===== config.mk =====
export PLATFORM = sky130hd
export DESIGN_NAME = srpd_front
export DESIGN_NICKNAME = d
export VERILOG_FILES = /design/src/sv/srpd_pkg.sv /design/src/sv/srpd_front.sv
export SDC_FILE = /design/constraint.sdc
export NUM_CORES = 1
export LEC_CHECK = 0
export BUFFER_PORTS_ARGS = -buffer_cell sky130_fd_sc_hd__buf_4
export CORE_UTILIZATION = 50
export DETAILED_ROUTE_END_ITERATION = 10
export GPL_ROUTABILITY_DRIVEN = 0
export PLACE_DENSITY = 0.7
export SETUP_SLACK_MARGIN = 0.2
export SYNTH_ARGS = -nofsm -noshare
export SYNTH_HDL_FRONTEND = slang
export SYNTH_SLANG_ARGS = --single-unit
export TNS_END_PERCENT = 1

===== constraint.sdc =====
create_clock -name i_clk -period 6.85 [get_ports i_clk]
set_clock_uncertainty 0.1 [all_clocks]
set_input_delay 2.055 -clock i_clk [delete_from_list [all_inputs] [get_ports i_clk]]
set_output_delay 2.055 -clock i_clk [all_outputs]
set_load 0.02 [all_outputs]

===== src/sv/srpd_pkg.sv =====
// Shared types and constants for the Sun raster pixel decoder.
// No dependencies.
`timescale 1ns / 1ps
package srpd_pkg;
    localparam logic [31:0] RAS_MAGIC = 32'h59a66a95;
    localparam logic [31:0] DIM_MAX   = 32'h7fffffff;
    localparam logic [31:0] MAP_FULL  = 32'd768;

    localparam logic [1:0] ST_PIXEL   = 2'd0;
    localparam logic [1:0] ST_MAGIC   = 2'd1;
    localparam logic [1:0] ST_DIMS    = 2'd2;
    localparam logic [1:0] ST_DEPTH   = 2'd3;

    // Command from the front part to the back part.
    typedef struct packed {
        logic        is_err;
        logic [1:0]  status;
        logic        use_pal;
        logic [7:0]  data;
        logic [30:0] column;
        logic [30:0] row;
        logic        last;
    } t_cmd;
endpackage


===== src/sv/srpd_front.sv =====
// Front part: parses header, map and row position, and drives the palette writes.
// Depends on srpd_pkg.
`timescale 1ns / 1ps
module srpd_front (
    input  logic            i_clk,
    input  logic            i_rst_n,
    input  logic            i_valid,
    input  logic [7:0]      i_data_byte,
    input  logic            i_start_of_file,
    output logic            o_stall,
    output logic            o_cmd_valid,
    output srpd_pkg::t_cmd  o_cmd,
    input  logic            i_cmd_stall,
    output logic            o_pal_we,
    output logic [9:0]      o_pal_waddr,
    output logic [7:0]      o_pal_wdata
);
    localparam logic [1:0] PH_IDLE = 2'd0, PH_HEADER = 2'd1, PH_MAP = 2'd2,
                           PH_PIXEL = 2'd3;

    logic [1:0]  r_phase;
    logic [4:0]  r_hcnt;
    logic [31:0] r_word, r_width, r_height, r_dlen, r_depth, r_mkind, r_mlen, r_mleft;
    logic [30:0] r_col, r_row;
    logic        r_pad;

    logic        w_acc;
    logic [1:0]  w_ph;
    logic [4:0]  w_hc, w_hn;
    logic [31:0] w_wa, w_wn;
    logic [31:0] w_col1, w_row1;

    assign o_stall = i_cmd_stall;
    assign w_acc   = i_valid && !i_cmd_stall;
    assign w_ph    = i_start_of_file ? PH_HEADER : r_phase;
    assign w_hc    = i_start_of_file ? 5'd0 : r_hcnt;
    assign w_wa    = i_start_of_file ? 32'd0 : r_word;
    assign w_hn    = w_hc + 5'd1;
    assign w_wn    = {w_wa[23:0], i_data_byte};
    assign w_col1  = {1'b0, r_col} + 32'd1;
    assign w_row1  = {1'b0, r_row} + 32'd1;

    always_comb begin
        o_cmd_valid = 1'b0;
        o_cmd = '0;
        o_cmd.data = i_data_byte;
        o_cmd.column = r_col;
        o_cmd.row = r_row;
        o_cmd.use_pal = (r_mkind != 32'd0) && (r_mlen == srpd_pkg::MAP_FULL);
        o_cmd.last = (w_col1 == r_width) && (w_row1 == r_height);
        o_pal_we = 1'b0;
        o_pal_waddr = 10'(srpd_pkg::MAP_FULL - r_mleft);
        o_pal_wdata = i_data_byte;
        if (i_valid) begin
            case (w_ph)
                PH_HEADER: begin
                    if (w_hn == 5'd4 && w_wn != srpd_pkg::RAS_MAGIC) begin
                        o_cmd_valid = 1'b1;
                        o_cmd.is_err = 1'b1;
                        o_cmd.status = srpd_pkg::ST_MAGIC;
                    end else if (w_hn == 5'd0) begin
                        if (r_width == 0 || r_height == 0 || r_width > srpd_pkg::DIM_MAX ||
                            r_height > srpd_pkg::DIM_MAX || r_dlen > srpd_pkg::DIM_MAX) begin
                            o_cmd_valid = 1'b1;
                            o_cmd.is_err = 1'b1;
                            o_cmd.status = srpd_pkg::ST_DIMS;
                        end else if (r_depth != 32 && r_depth != 24 && r_depth != 8 &&
                                     r_depth != 4 && r_depth != 1) begin
                            o_cmd_valid = 1'b1;
                            o_cmd.is_err = 1'b1;
                            o_cmd.status = srpd_pkg::ST_DEPTH;
                        end
                    end
                end
                PH_MAP: o_pal_we = w_acc && (r_mlen == srpd_pkg::MAP_FULL) &&
                                   (r_mleft != 0) && (r_mleft <= srpd_pkg::MAP_FULL);
                PH_PIXEL: o_cmd_valid = !r_pad;
                default: ;
            endcase
        end
    end

    always_ff @(posedge i_clk) begin
        if (!i_rst_n) begin
            r_phase <= PH_IDLE; r_hcnt <= '0; r_word <= '0;
            r_width <= '0; r_height <= '0; r_dlen <= '0; r_depth <= '0;
            r_mkind <= '0; r_mlen <= '0; r_mleft <= '0;
            r_col <= '0; r_row <= '0; r_pad <= 1'b0;
        end else if (w_acc) begin
            r_phase <= w_ph;
            case (w_ph)
                PH_HEADER: begin
                    r_word <= w_wn;
                    r_hcnt <= w_hn;
                    case (w_hn)
                        5'd4:  if (w_wn != srpd_pkg::RAS_MAGIC) r_phase <= PH_IDLE;
                        5'd8:  r_width <= w_wn;
                        5'd12: r_height <= w_wn;
                        5'd16: r_depth <= w_wn;
                        5'd20: r_dlen <= w_wn;
                        5'd28: r_mkind <= w_wn;
                        5'd0: begin
                            r_mlen <= w_wn;
                            r_col <= '0; r_row <= '0; r_pad <= 1'b0;
                            if (o_cmd_valid) r_phase <= PH_IDLE;
                            else if (r_mkind != 0 && w_wn != 0) begin
                                r_mleft <= w_wn; r_phase <= PH_MAP;
                            end else begin
                                r_mleft <= '0; r_phase <= PH_PIXEL;
                            end
                        end
                        default: ;
                    endcase
                end
                PH_MAP: begin
                    r_mleft <= r_mleft - 32'd1;
                    if (r_mleft == 32'd1) r_phase <= PH_PIXEL;
                end
                PH_PIXEL: begin
                    if (r_pad) begin
                        r_pad <= 1'b0;
                        if ({1'b0, r_row} >= r_height) r_phase <= PH_IDLE;
                    end else if (w_col1 >= r_width) begin
                        r_col <= '0;
                        r_row <= w_row1[30:0];
                        if (r_width[0]) r_pad <= 1'b1;
                        else if (w_row1 >= r_height) r_phase <= PH_IDLE;
                    end else begin
                        r_col <= w_col1[30:0];
                    end
                end
                default: ;
            endcase
        end
    end
endmodule


Word level (Yosys, flattened, before mapping) --
Index checks and enable logic that the tools add are counted.
Word-level totals: bits of input ports 13, output and inout bits 96, register bits after elaboration 318, word-level logic and storage cells 129
Cells by class: mux-type cells 44, equal/unequal tests 23, magnitude comparators 7, reduce and logical (&&, ||, !) cells 37, add/sub/neg operators 5
Operators with widths (number):
- 31-bit two-way mux | 5
- 31-bit one-hot mux with 2 select lines | 2
- 32-bit by 31-bit > comparator with 1-bit output, second input constant | 3
- 32-bit two-way mux | 3
- 32-bit nonzero test | 3
- 31-bit by 1-bit adder with 32-bit output, second input constant | 2
- 32-bit == test | 2
- 32-bit >= comparator | 2
- 32-bit zero test | 2
- 32-bit one-hot mux with 2 select lines | 1
- 32-bit by 1-bit == test with 1-bit output, second input constant | 1
- 32-bit by 10-bit == test with 1-bit output, second input constant | 1
- 31-bit by 32-bit >= comparator with 1-bit output | 1
- 32-bit by 10-bit <= comparator with 1-bit output, second input constant | 1
- 32-bit by 1-bit != test with 1-bit output, second input constant | 1
- 32-bit by 3-bit != test with 1-bit output, second input constant | 1
- 32-bit by 31-bit != test with 1-bit output, second input constant | 1
- 32-bit by 4-bit != test with 1-bit output, second input constant | 1
- 32-bit by 5-bit != test with 1-bit output, second input constant | 1
- 32-bit by 6-bit != test with 1-bit output, second input constant | 1
- 32-bit by 1-bit subtractor with 32-bit output, second input constant | 1
- 24-bit two-way mux | 1
- 3-bit AND reduction | 7
- 2-bit two-way mux | 9
- 22 further kinds | 63

Logic depth before layout (Yosys ltp) --
Gate-level depths: netlist of run 1.
depth after elaboration 14, depth in mapped cells 17, gate-level depth less buffers 15

Worst setup path after synthesis of run 1 --
OpenSTA, ideal clock, no wires.
path type input-to-output, start input i_start_of_file, end output o_cmd_valid, arrival 4673 ps, setup slack 22 ps, buffers on the path 4, cell stages on the path 12, path through buf_4 clkbuf_1 clkbuf_1 nor2b_1 ha_1 buf_2 or3b_1 a21oi_1 o211ai_1 nor2_1 o22ai_1 a21boi_0
Between the ends: longest elaborated chain between the ends 7, elaborated cells between the ends (all ways) 14
Ends and longest elaborated chain:
- start: declaration | line srpd_front.sv:9 | input logic i_start_of_file,
- 5-bit two-way mux | line srpd_front.sv:36 | assign w_hc = i_start_of_file ? 5'd0 : r_hcnt;
- 5-bit by 1-bit adder with 5-bit output | line srpd_front.sv:38 | assign w_hn = w_hc + 5'd1;
- 5-bit zero test / 5-bit by 3-bit == test with 1-bit output (equally long branches) | line srpd_front.sv:61, srpd_front.sv:57
- 1-bit two-way mux / 1-bit logical AND (equally long branches) | line srpd_front.sv:61, srpd_front.sv:57
- 1-bit two-way mux | line srpd_front.sv:57 | if (w_hn == 5'd4 && w_wn != srpd_pkg::RAS_MAGIC) begin
- 1-bit one-hot mux with 2 select lines (*) | line srpd_front.sv:55 | case (w_ph)
- 1-bit two-way mux (*) | line srpd_front.sv:54 | if (i_valid) begin
- end: declaration | line srpd_front.sv:11 | output logic o_cmd_valid,
Mark *: on every way between the ends. The rest lies on a longest branch, timed or not.

Worst setup path in the final report of run 1 --
Same ends and word-level chain as after synthesis.

==> flow_summary.yaml, run 1 <==
power_and_ir_drop:
  leakage_nw: 7.00
  ir_drop_uv: 221
  powerDensity_nw_per_um2: 196
global_routing:
  grt_usage_pct: 28.6
  grt_max_degree: 156
  grt_pass1_wl_microns: 76400
  grt-ovfl-total: 0
  grt_pass1_vias: 14100
  antenna_found_initial: 0
synthesis:
  muxShareOfSynthArea_pct: 4.11
  yosys_warnings: 0
  synth-xor-area-share_pct: 4.07
  synthDistinctLibCells: 84
  synth_edf_count: 0
  syn_area_sq_um: 16400
  ys.flop_type: "dfxtp_1"
  synthAdderAreaFrac_pct: 7.72
  synth_top_family_by_area: "simple AND/OR/NAND/NOR gates"
  synth_compound_area_share_pct: 17.3
  async_reset_ff_share_pct: 0
  synth_nets: 2177
  synth.area.top_cells: "dfxtp_1, nand2_1, ha_1, a21oi_1, mux2i_1"
  synth-seq-area-share_pct: 35.1
  synth.most_common_cell: "nand2_1"
  avgSynthCellArea_sq_um: 7.93
  synth_top_area_share_pct: 35.1
  synthTopCellsByCount: "nand2_1, dfxtp_1, a21oi_1"
  synth_simple_gate_area_share_pct: 25.0
  syn-instance-count: 2063
  yosys.area.top_type: "dfxtp_1"
  synth-seq-cells: 287
critical_path:
  cp.required_ns: 4.70
  cpPeakStageDelay_ns: 0.34
  path_max_fanout: 9
  end_kind: "output pin"
  start_kind: "input port"
  crit_buf_inv: 2
  arrival_ns: 4.32
  slowest_stage: "ha_2"
  crit_top_cell: "buf_4"
  path_cells: "buf_4 -> nor2b_1 -> ha_2 -> nand3_1 -> mux2i_2 -> nand4_2 -> a21oi_1 -> o22ai_1 -> a21boi_1 -> buf_4"
  setup.worst_path.class: "in2out"
  critPathTopFamily: "compound AO/OA/AOI/OAI gates"
timing:
  worst_slew_pin_slew_ns: 1.26
  tns_ns: 0
  setup_viol: 0
  min_period_ns: 6.47
  fin_crit_sh_pct: 94.5
  hold_violations: 0
  max_freq_mhz: 155
  rsz0062_at_grt: "yes"
  slew_headroom_pct: 15.8
  slew_violations: 0
clock_network:
  cts_sinks: 287
  cts_tree: "yes"
  clockRootBuffer: "clkbuf_16"
  postCtsSetupBuffers: 0
  clock_latency_ns: 0.53
  cts_resized: 0
  cts_hold_buffers: 0
  cts_buffers: 34
  clk_path_buf_depth: 3
  cts_htree_levels: 2
  clk_pin_slew_ns: 0.06
detailed_routing:
  dr.max_layer_used: "met4"
  num_vias: 15200
  routed_wl_microns: 48200
  dr.pass1.iters: 8
  wl_met3_microns: 3560
  routed-wl-met2_microns: 22300
  wl_met1_microns: 20600
  drc_errors: 0
  wl_per_cell_microns: 19.0
  drt_iter0_drc: 1244
  ant_nets: 0
  vias_per_cell: 6.01
placed_design:
  dpl_cell_area_sq_um: 17200
  dpl.hpwl_microns: 33000
  port_buffers: 108
floorplan:
  die_y_microns: 183
  pin_count: 109
  core-area_sq_um: 31900
  initial_utilization_pct: 51.3
  fp.dieArea_sq_um: 33500
  rows: 65
  die_x_microns: 183
cells_and_area:
  layout.nets: 2187
  stdcell_area_sq_um: 18400
  area_delta_synth_final_pct: 12.3
  layout-drive-gt1-share_pct: 11.4
  post-route-util_pct: 57.7
  antenna_cells: 0
hold_path:
  hold_path.class: "reg2reg"
run_status:
  outcome: "finished, final reports clean"
flow_run:
  drv_cap: 0
final cells by class:
cell class                 instances  area, sq um
inverter                          85          329
tap                              435          544
timing repair buffer             138         1040
clock buffer                      55         1060
multi-input combinational       1527         9580
fill                            2906        13500
sequential                       287         5750
clock inverter                     7         85.1
per-layer routing:
layer	global-route usage, %	vias to the layer above
met5	0	-
met4	11.5	0
met3	3.91	108
met2	46.8	599
met1	38.0	7201
li1	-	7309
state kept, by name, indices dropped and copies added, names as in the netlist:
register  count
r_hcnt        5
r_width      32
r_depth      32
r_height     32
r_row        31
r_pad         1
r_word       24
r_col        31
r_phase       2
r_mkind      32
r_mleft      32
r_dlen        1
r_mlen       32
metrics by stage:
stage	std cells	worst slack, ns	hold slack (ns)	total power (W)
finish	2534	0.379	0.350	0.00360
global route	2534	0.187	0.366	0.00369
CTS	2534	0.316	0.350	0.00361
detailed placement	2472	0.318	0.343	0.00180
global placement	2472	0.480	0.340	0.00180
floorplan	2063	0.310	0.331	0.00177
report_power, final:
part / switching (W) / leakage (nW) / internal [W] / total, W
Sequential: 0.00000225 / 2.31 / 0.00167 / 0.00167
Combinational: 0.0000740 / 4.13 / 0.0000212 / 0.0000953
Clock: 0.000723 / 0.561 / 0.00110 / 0.00183
layout by cell type, fill, tap and decap left out, types with 5 or more instances in the layout:
| cell type | instances |
|---|---|
| a31oi_1 | 17 |
| ha_1 | 100 |
| clkbuf_8 | 11 |
| o22ai_1 | 11 |
| xor2_1 | 31 |
| and3_1 | 18 |
| a32o_1 | 5 |
| a21oi_1 | 237 |
| nor2b_1 | 31 |
| inv_1 | 82 |
| nor4_4 | 5 |
| nor3_1 | 33 |
| nand3b_1 | 18 |
| a2111oi_0 | 5 |
| clkbuf_16 | 35 |
| clkbuf_1 | 9 |
| xnor2_1 | 45 |
| a32oi_1 | 5 |
| o211ai_1 | 7 |
| nor3b_1 | 7 |
| mux2i_1 | 64 |
| a211oi_1 | 13 |
| nand3_1 | 37 |
| dfxtp_1 | 287 |
| o31ai_1 | 10 |
| or3_1 | 18 |
| a211oi_2 | 10 |
| o311ai_1 | 5 |
| nand4_1 | 44 |
| a22oi_1 | 14 |
| nor2_1 | 153 |
| o21ai_0 | 39 |
| nand2_1 | 343 |
| nor4_1 | 60 |
| and4_1 | 12 |
| o21bai_1 | 5 |
| a311oi_1 | 20 |
| nand2b_1 | 19 |
| buf_4 | 138 |
final timing paths:
path                    from          end  slack, ns  depth (start not counted)
min                r_mlen[8]    r_mlen[8]       0.35                          2
min reg2reg        r_mlen[8]    r_mlen[8]       0.35                          2
max reg2reg         r_col[0]    r_row[14]       1.71                         15
max          i_start_of_file  o_cmd_valid       0.38                         10
logic make-up after synthesis:
family,Yosys count
flip-flops,287
adder cells (fa/ha/maj),101
AO/OA/AOI/OAI,449
multiplexers,66
AND/OR/NAND/NOR,835
XOR/XNOR,76
buffers and inverters,249
worst reg2reg max path, delay by kind of cell, from the launching register on:
| kind | cells | cell delay, ns |
|---|---|---|
| flip-flops | 1 | 0.43 |
| AO/OA/AOI/OAI | 3 | 0.95 |
| buffers and inverters | 1 | 0.27 |
| adder cells (fa/ha/maj) | 2 | 0.57 |
| AND/OR/NAND/NOR | 8 | 2.56 |
| XOR/XNOR | 1 | 0.15 |
Note: power is estimated with default switching activity, not from simulation.
==> inputs of run 2 (changes only) <==
--- a/config.mk
+++ b/config.mk
@@ -11,5 +11,5 @@
 export GPL_ROUTABILITY_DRIVEN = 0
 export PLACE_DENSITY = 0.7
-export SETUP_SLACK_MARGIN = 0.2
+export SETUP_SLACK_MARGIN = 0.4
 export SYNTH_ARGS = -nofsm -noshare
 export SYNTH_HDL_FRONTEND = slang
--- a/constraint.sdc
+++ b/constraint.sdc
@@ -3,3 +3,3 @@
 set_input_delay 2.055 -clock i_clk [delete_from_list [all_inputs] [get_ports i_clk]]
 set_output_delay 2.055 -clock i_clk [all_outputs]
-set_load 0.02 [all_outputs]
+set_load 0.05 [all_outputs]
==> run 2 against run 1 <==
  * Sequential power about the same
  * Largest power group unchanged
  * Sequential share of layout area decreased by 0.089 points
  * Largest cell class unchanged
  * Register-to-register slack gained 0.13 ns
  * Worst hold slack gained 0.0014 ns
  * Routed wire length up 1.3%
  * Clock power about the same
  * Utilization up 0.16 points
==> flow_summary.yaml, run 2 (same netlist as run 1, synthesis figures left out) <==
run_status:
  outcome: "finished, final reports clean"
detailed_routing:
  drc_errors: 0
  ant_nets: 0
  routed_wl_microns: 48800
  num_vias: 15300
  drt_iter0_drc: 1551
  vias_per_cell: 6.03
  wl_per_cell_microns: 19.3
  dr.pass1.iters: 6
power_and_ir_drop:
  p_comb_share_pct: 3.0
  p_switching_w: 0.000827
  leakage_nw: 7.00
  clkPwrFrac_pct: 50.3
  powerDensity_nw_per_um2: 194
  seqPwrFrac_pct: 46.7
  internal-power_w: 0.00276
  swShare_pct: 23.1
  ir_drop_uv: 160
clock_network:
  cts_buffers: 34
  clockRootBuffer: "clkbuf_16"
  cts_sinks: 287
  clock_latency_ns: 0.53
  cts_hold_buffers: 0
  clk_path_buf_depth: 3
  clk_pin_slew_ns: 0.06
  cts_tree: "yes"
  cts_htree_levels: 2
timing:
  min_period_ns: 6.39
  fin_crit_sh_pct: 93.2
  worst_slew_pin_slew_ns: 1.35
  tns_ns: 0
  hold_violations: 0
  max_freq_mhz: 157
  rsz0062_at_grt: "yes"
  slew_headroom_pct: 9.80
  setup_viol: 0
  slew_violations: 0
cells_and_area:
  final_common_cell: "nand2_1"
  layout_common_cells: "nand2_1, dfxtp_1, a21oi_1"
  layout-drive-gt1-share_pct: 11.9
  final_cells: 2534
  fillers: 2927
  antenna_cells: 0
  area_delta_synth_final_pct: 12.6
  layout.nets: 2189
global_routing:
  grt_max_degree: 152
  grt_usage_pct: 28.9
  antenna_found_initial: 0
  grt_pass1_vias: 14400
  grt_pass1_wl_microns: 77200
  grt-ovfl-total: 0
critical_path:
  end_kind: "output pin"
  rrSetupSlack_ns: 1.84
  path_max_fanout: 19
  cp.required_ns: 4.70
  critPathLaunch: "i_start_of_file"
  crit-reg2reg-launch: "r_col[0]"
  arrival_ns: 4.23
  setup.worst_path.class: "in2out"
  start_kind: "input port"
floorplan:
  pin_count: 109
  die_x_microns: 183
  initial_utilization_pct: 51.3
  core-area_sq_um: 31900
  rows: 65
  fp.dieArea_sq_um: 33500
  die_y_microns: 183
placed_design:
  port_buffers: 108
  post-place-cells: 2471
  dpl.hpwl_microns: 33200
hold_path:
  hold_path.class: "reg2reg"
  hold_path_startpoint: "r_mlen[8]"
flow_run:
  drv_cap: 0
[run 2: cell types whose count changed in the layout (fill, tap and decap cells not counted), moves of 2 or more]
| cell | before | now |
|---|---|---|
| a21oi_2 | 0 | 2 |
| nor4_2 | 1 | 3 |
| clkinvlp_4 | 1 | 3 |
| a21oi_1 | 237 | 235 |
| nor2_1 | 153 | 151 |
| nor4_1 | 60 | 58 |
| clkbuf_8 | 11 | 4 |
| nor2_2 | 2 | 4 |
| clkinv_2 | 3 | 6 |
| clkinv_8 | 2 | 0 |
[run 2: metal layers]
layer,global-route usage (%),vias up,share of wire (%),routed length (microns)
li1,-,7309,-,-
met2,47.0,575,46,22600
met5,0,-,0,0
met3,4.15,105,6.7,3270
met4,10.0,0,3.0,1490
met1,38.9,7298,44,21400
[run 2: repair_timing]
| action | in CTS | in global routing |
|---|---|---|
| setup buffers | 1 | 2 |
| pin swaps | 1 | 1 |
| gates resized for setup | 0 | 6 |
| setup endpoints to repair | 2 | 4 |
[run 2: power by group through the flow]
stage                     sequential (W)  combinational, W  clock (W)
final                            0.00167          0.000108    0.00180
after global routing             0.00167          0.000112    0.00190
after CTS                        0.00167          0.000105    0.00182
after detailed placement         0.00171          0.000105          0
after global placement           0.00171          0.000104          0
after floorplan                  0.00171         0.0000787          0
[run 2: layout make-up]
cell class	instances	area [sq um]	area share, %
multi-input cells	1527	9650	52.4
clock buffers	47	961	5.21
flip-flops and latches	287	5750	31.2
inverters	85	329	1.78
repair buffers	140	1060	5.77
well taps	435	544	2.95
clock inverters	13	141	0.767
[run 2: path summary, 6_finish.rpt]
path | endpoint | cells after the start
setup / recovery | o_cmd_valid | 10
hold / removal | r_mlen[8] | 2
setup reg to reg | r_row[14] | 15
hold reg to reg | r_mlen[8] | 2
[run 2: critical path, cell delays in order]
cell      delay, ns
buf_4          0.18
nor2b_1        0.29
ha_4           0.25
nand3_1        0.11
mux2i_2        0.29
nand4_2        0.23
a21oi_1        0.25
o22ai_1        0.18
a21boi_4       0.18
buf_4          0.21
[run 2: through the flow]
stage / hold slack [ns] / power [W] / area, sq um / utilization, % / worst slack (ns)
after CTS: 0.353 / 0.00360 / 18400 / 57.7 / 0.388
after floorplan: 0.331 / 0.00179 / 16400 / - / 0.407
after detailed placement: 0.345 / 0.00182 / 17300 / 54.2 / 0.451
final: 0.352 / 0.00358 / 18400 / 57.8 / 0.465
after global placement: 0.339 / 0.00181 / 17300 / 54.2 / 0.526
after global routing: 0.370 / 0.00368 / 18400 / 57.8 / 0.362
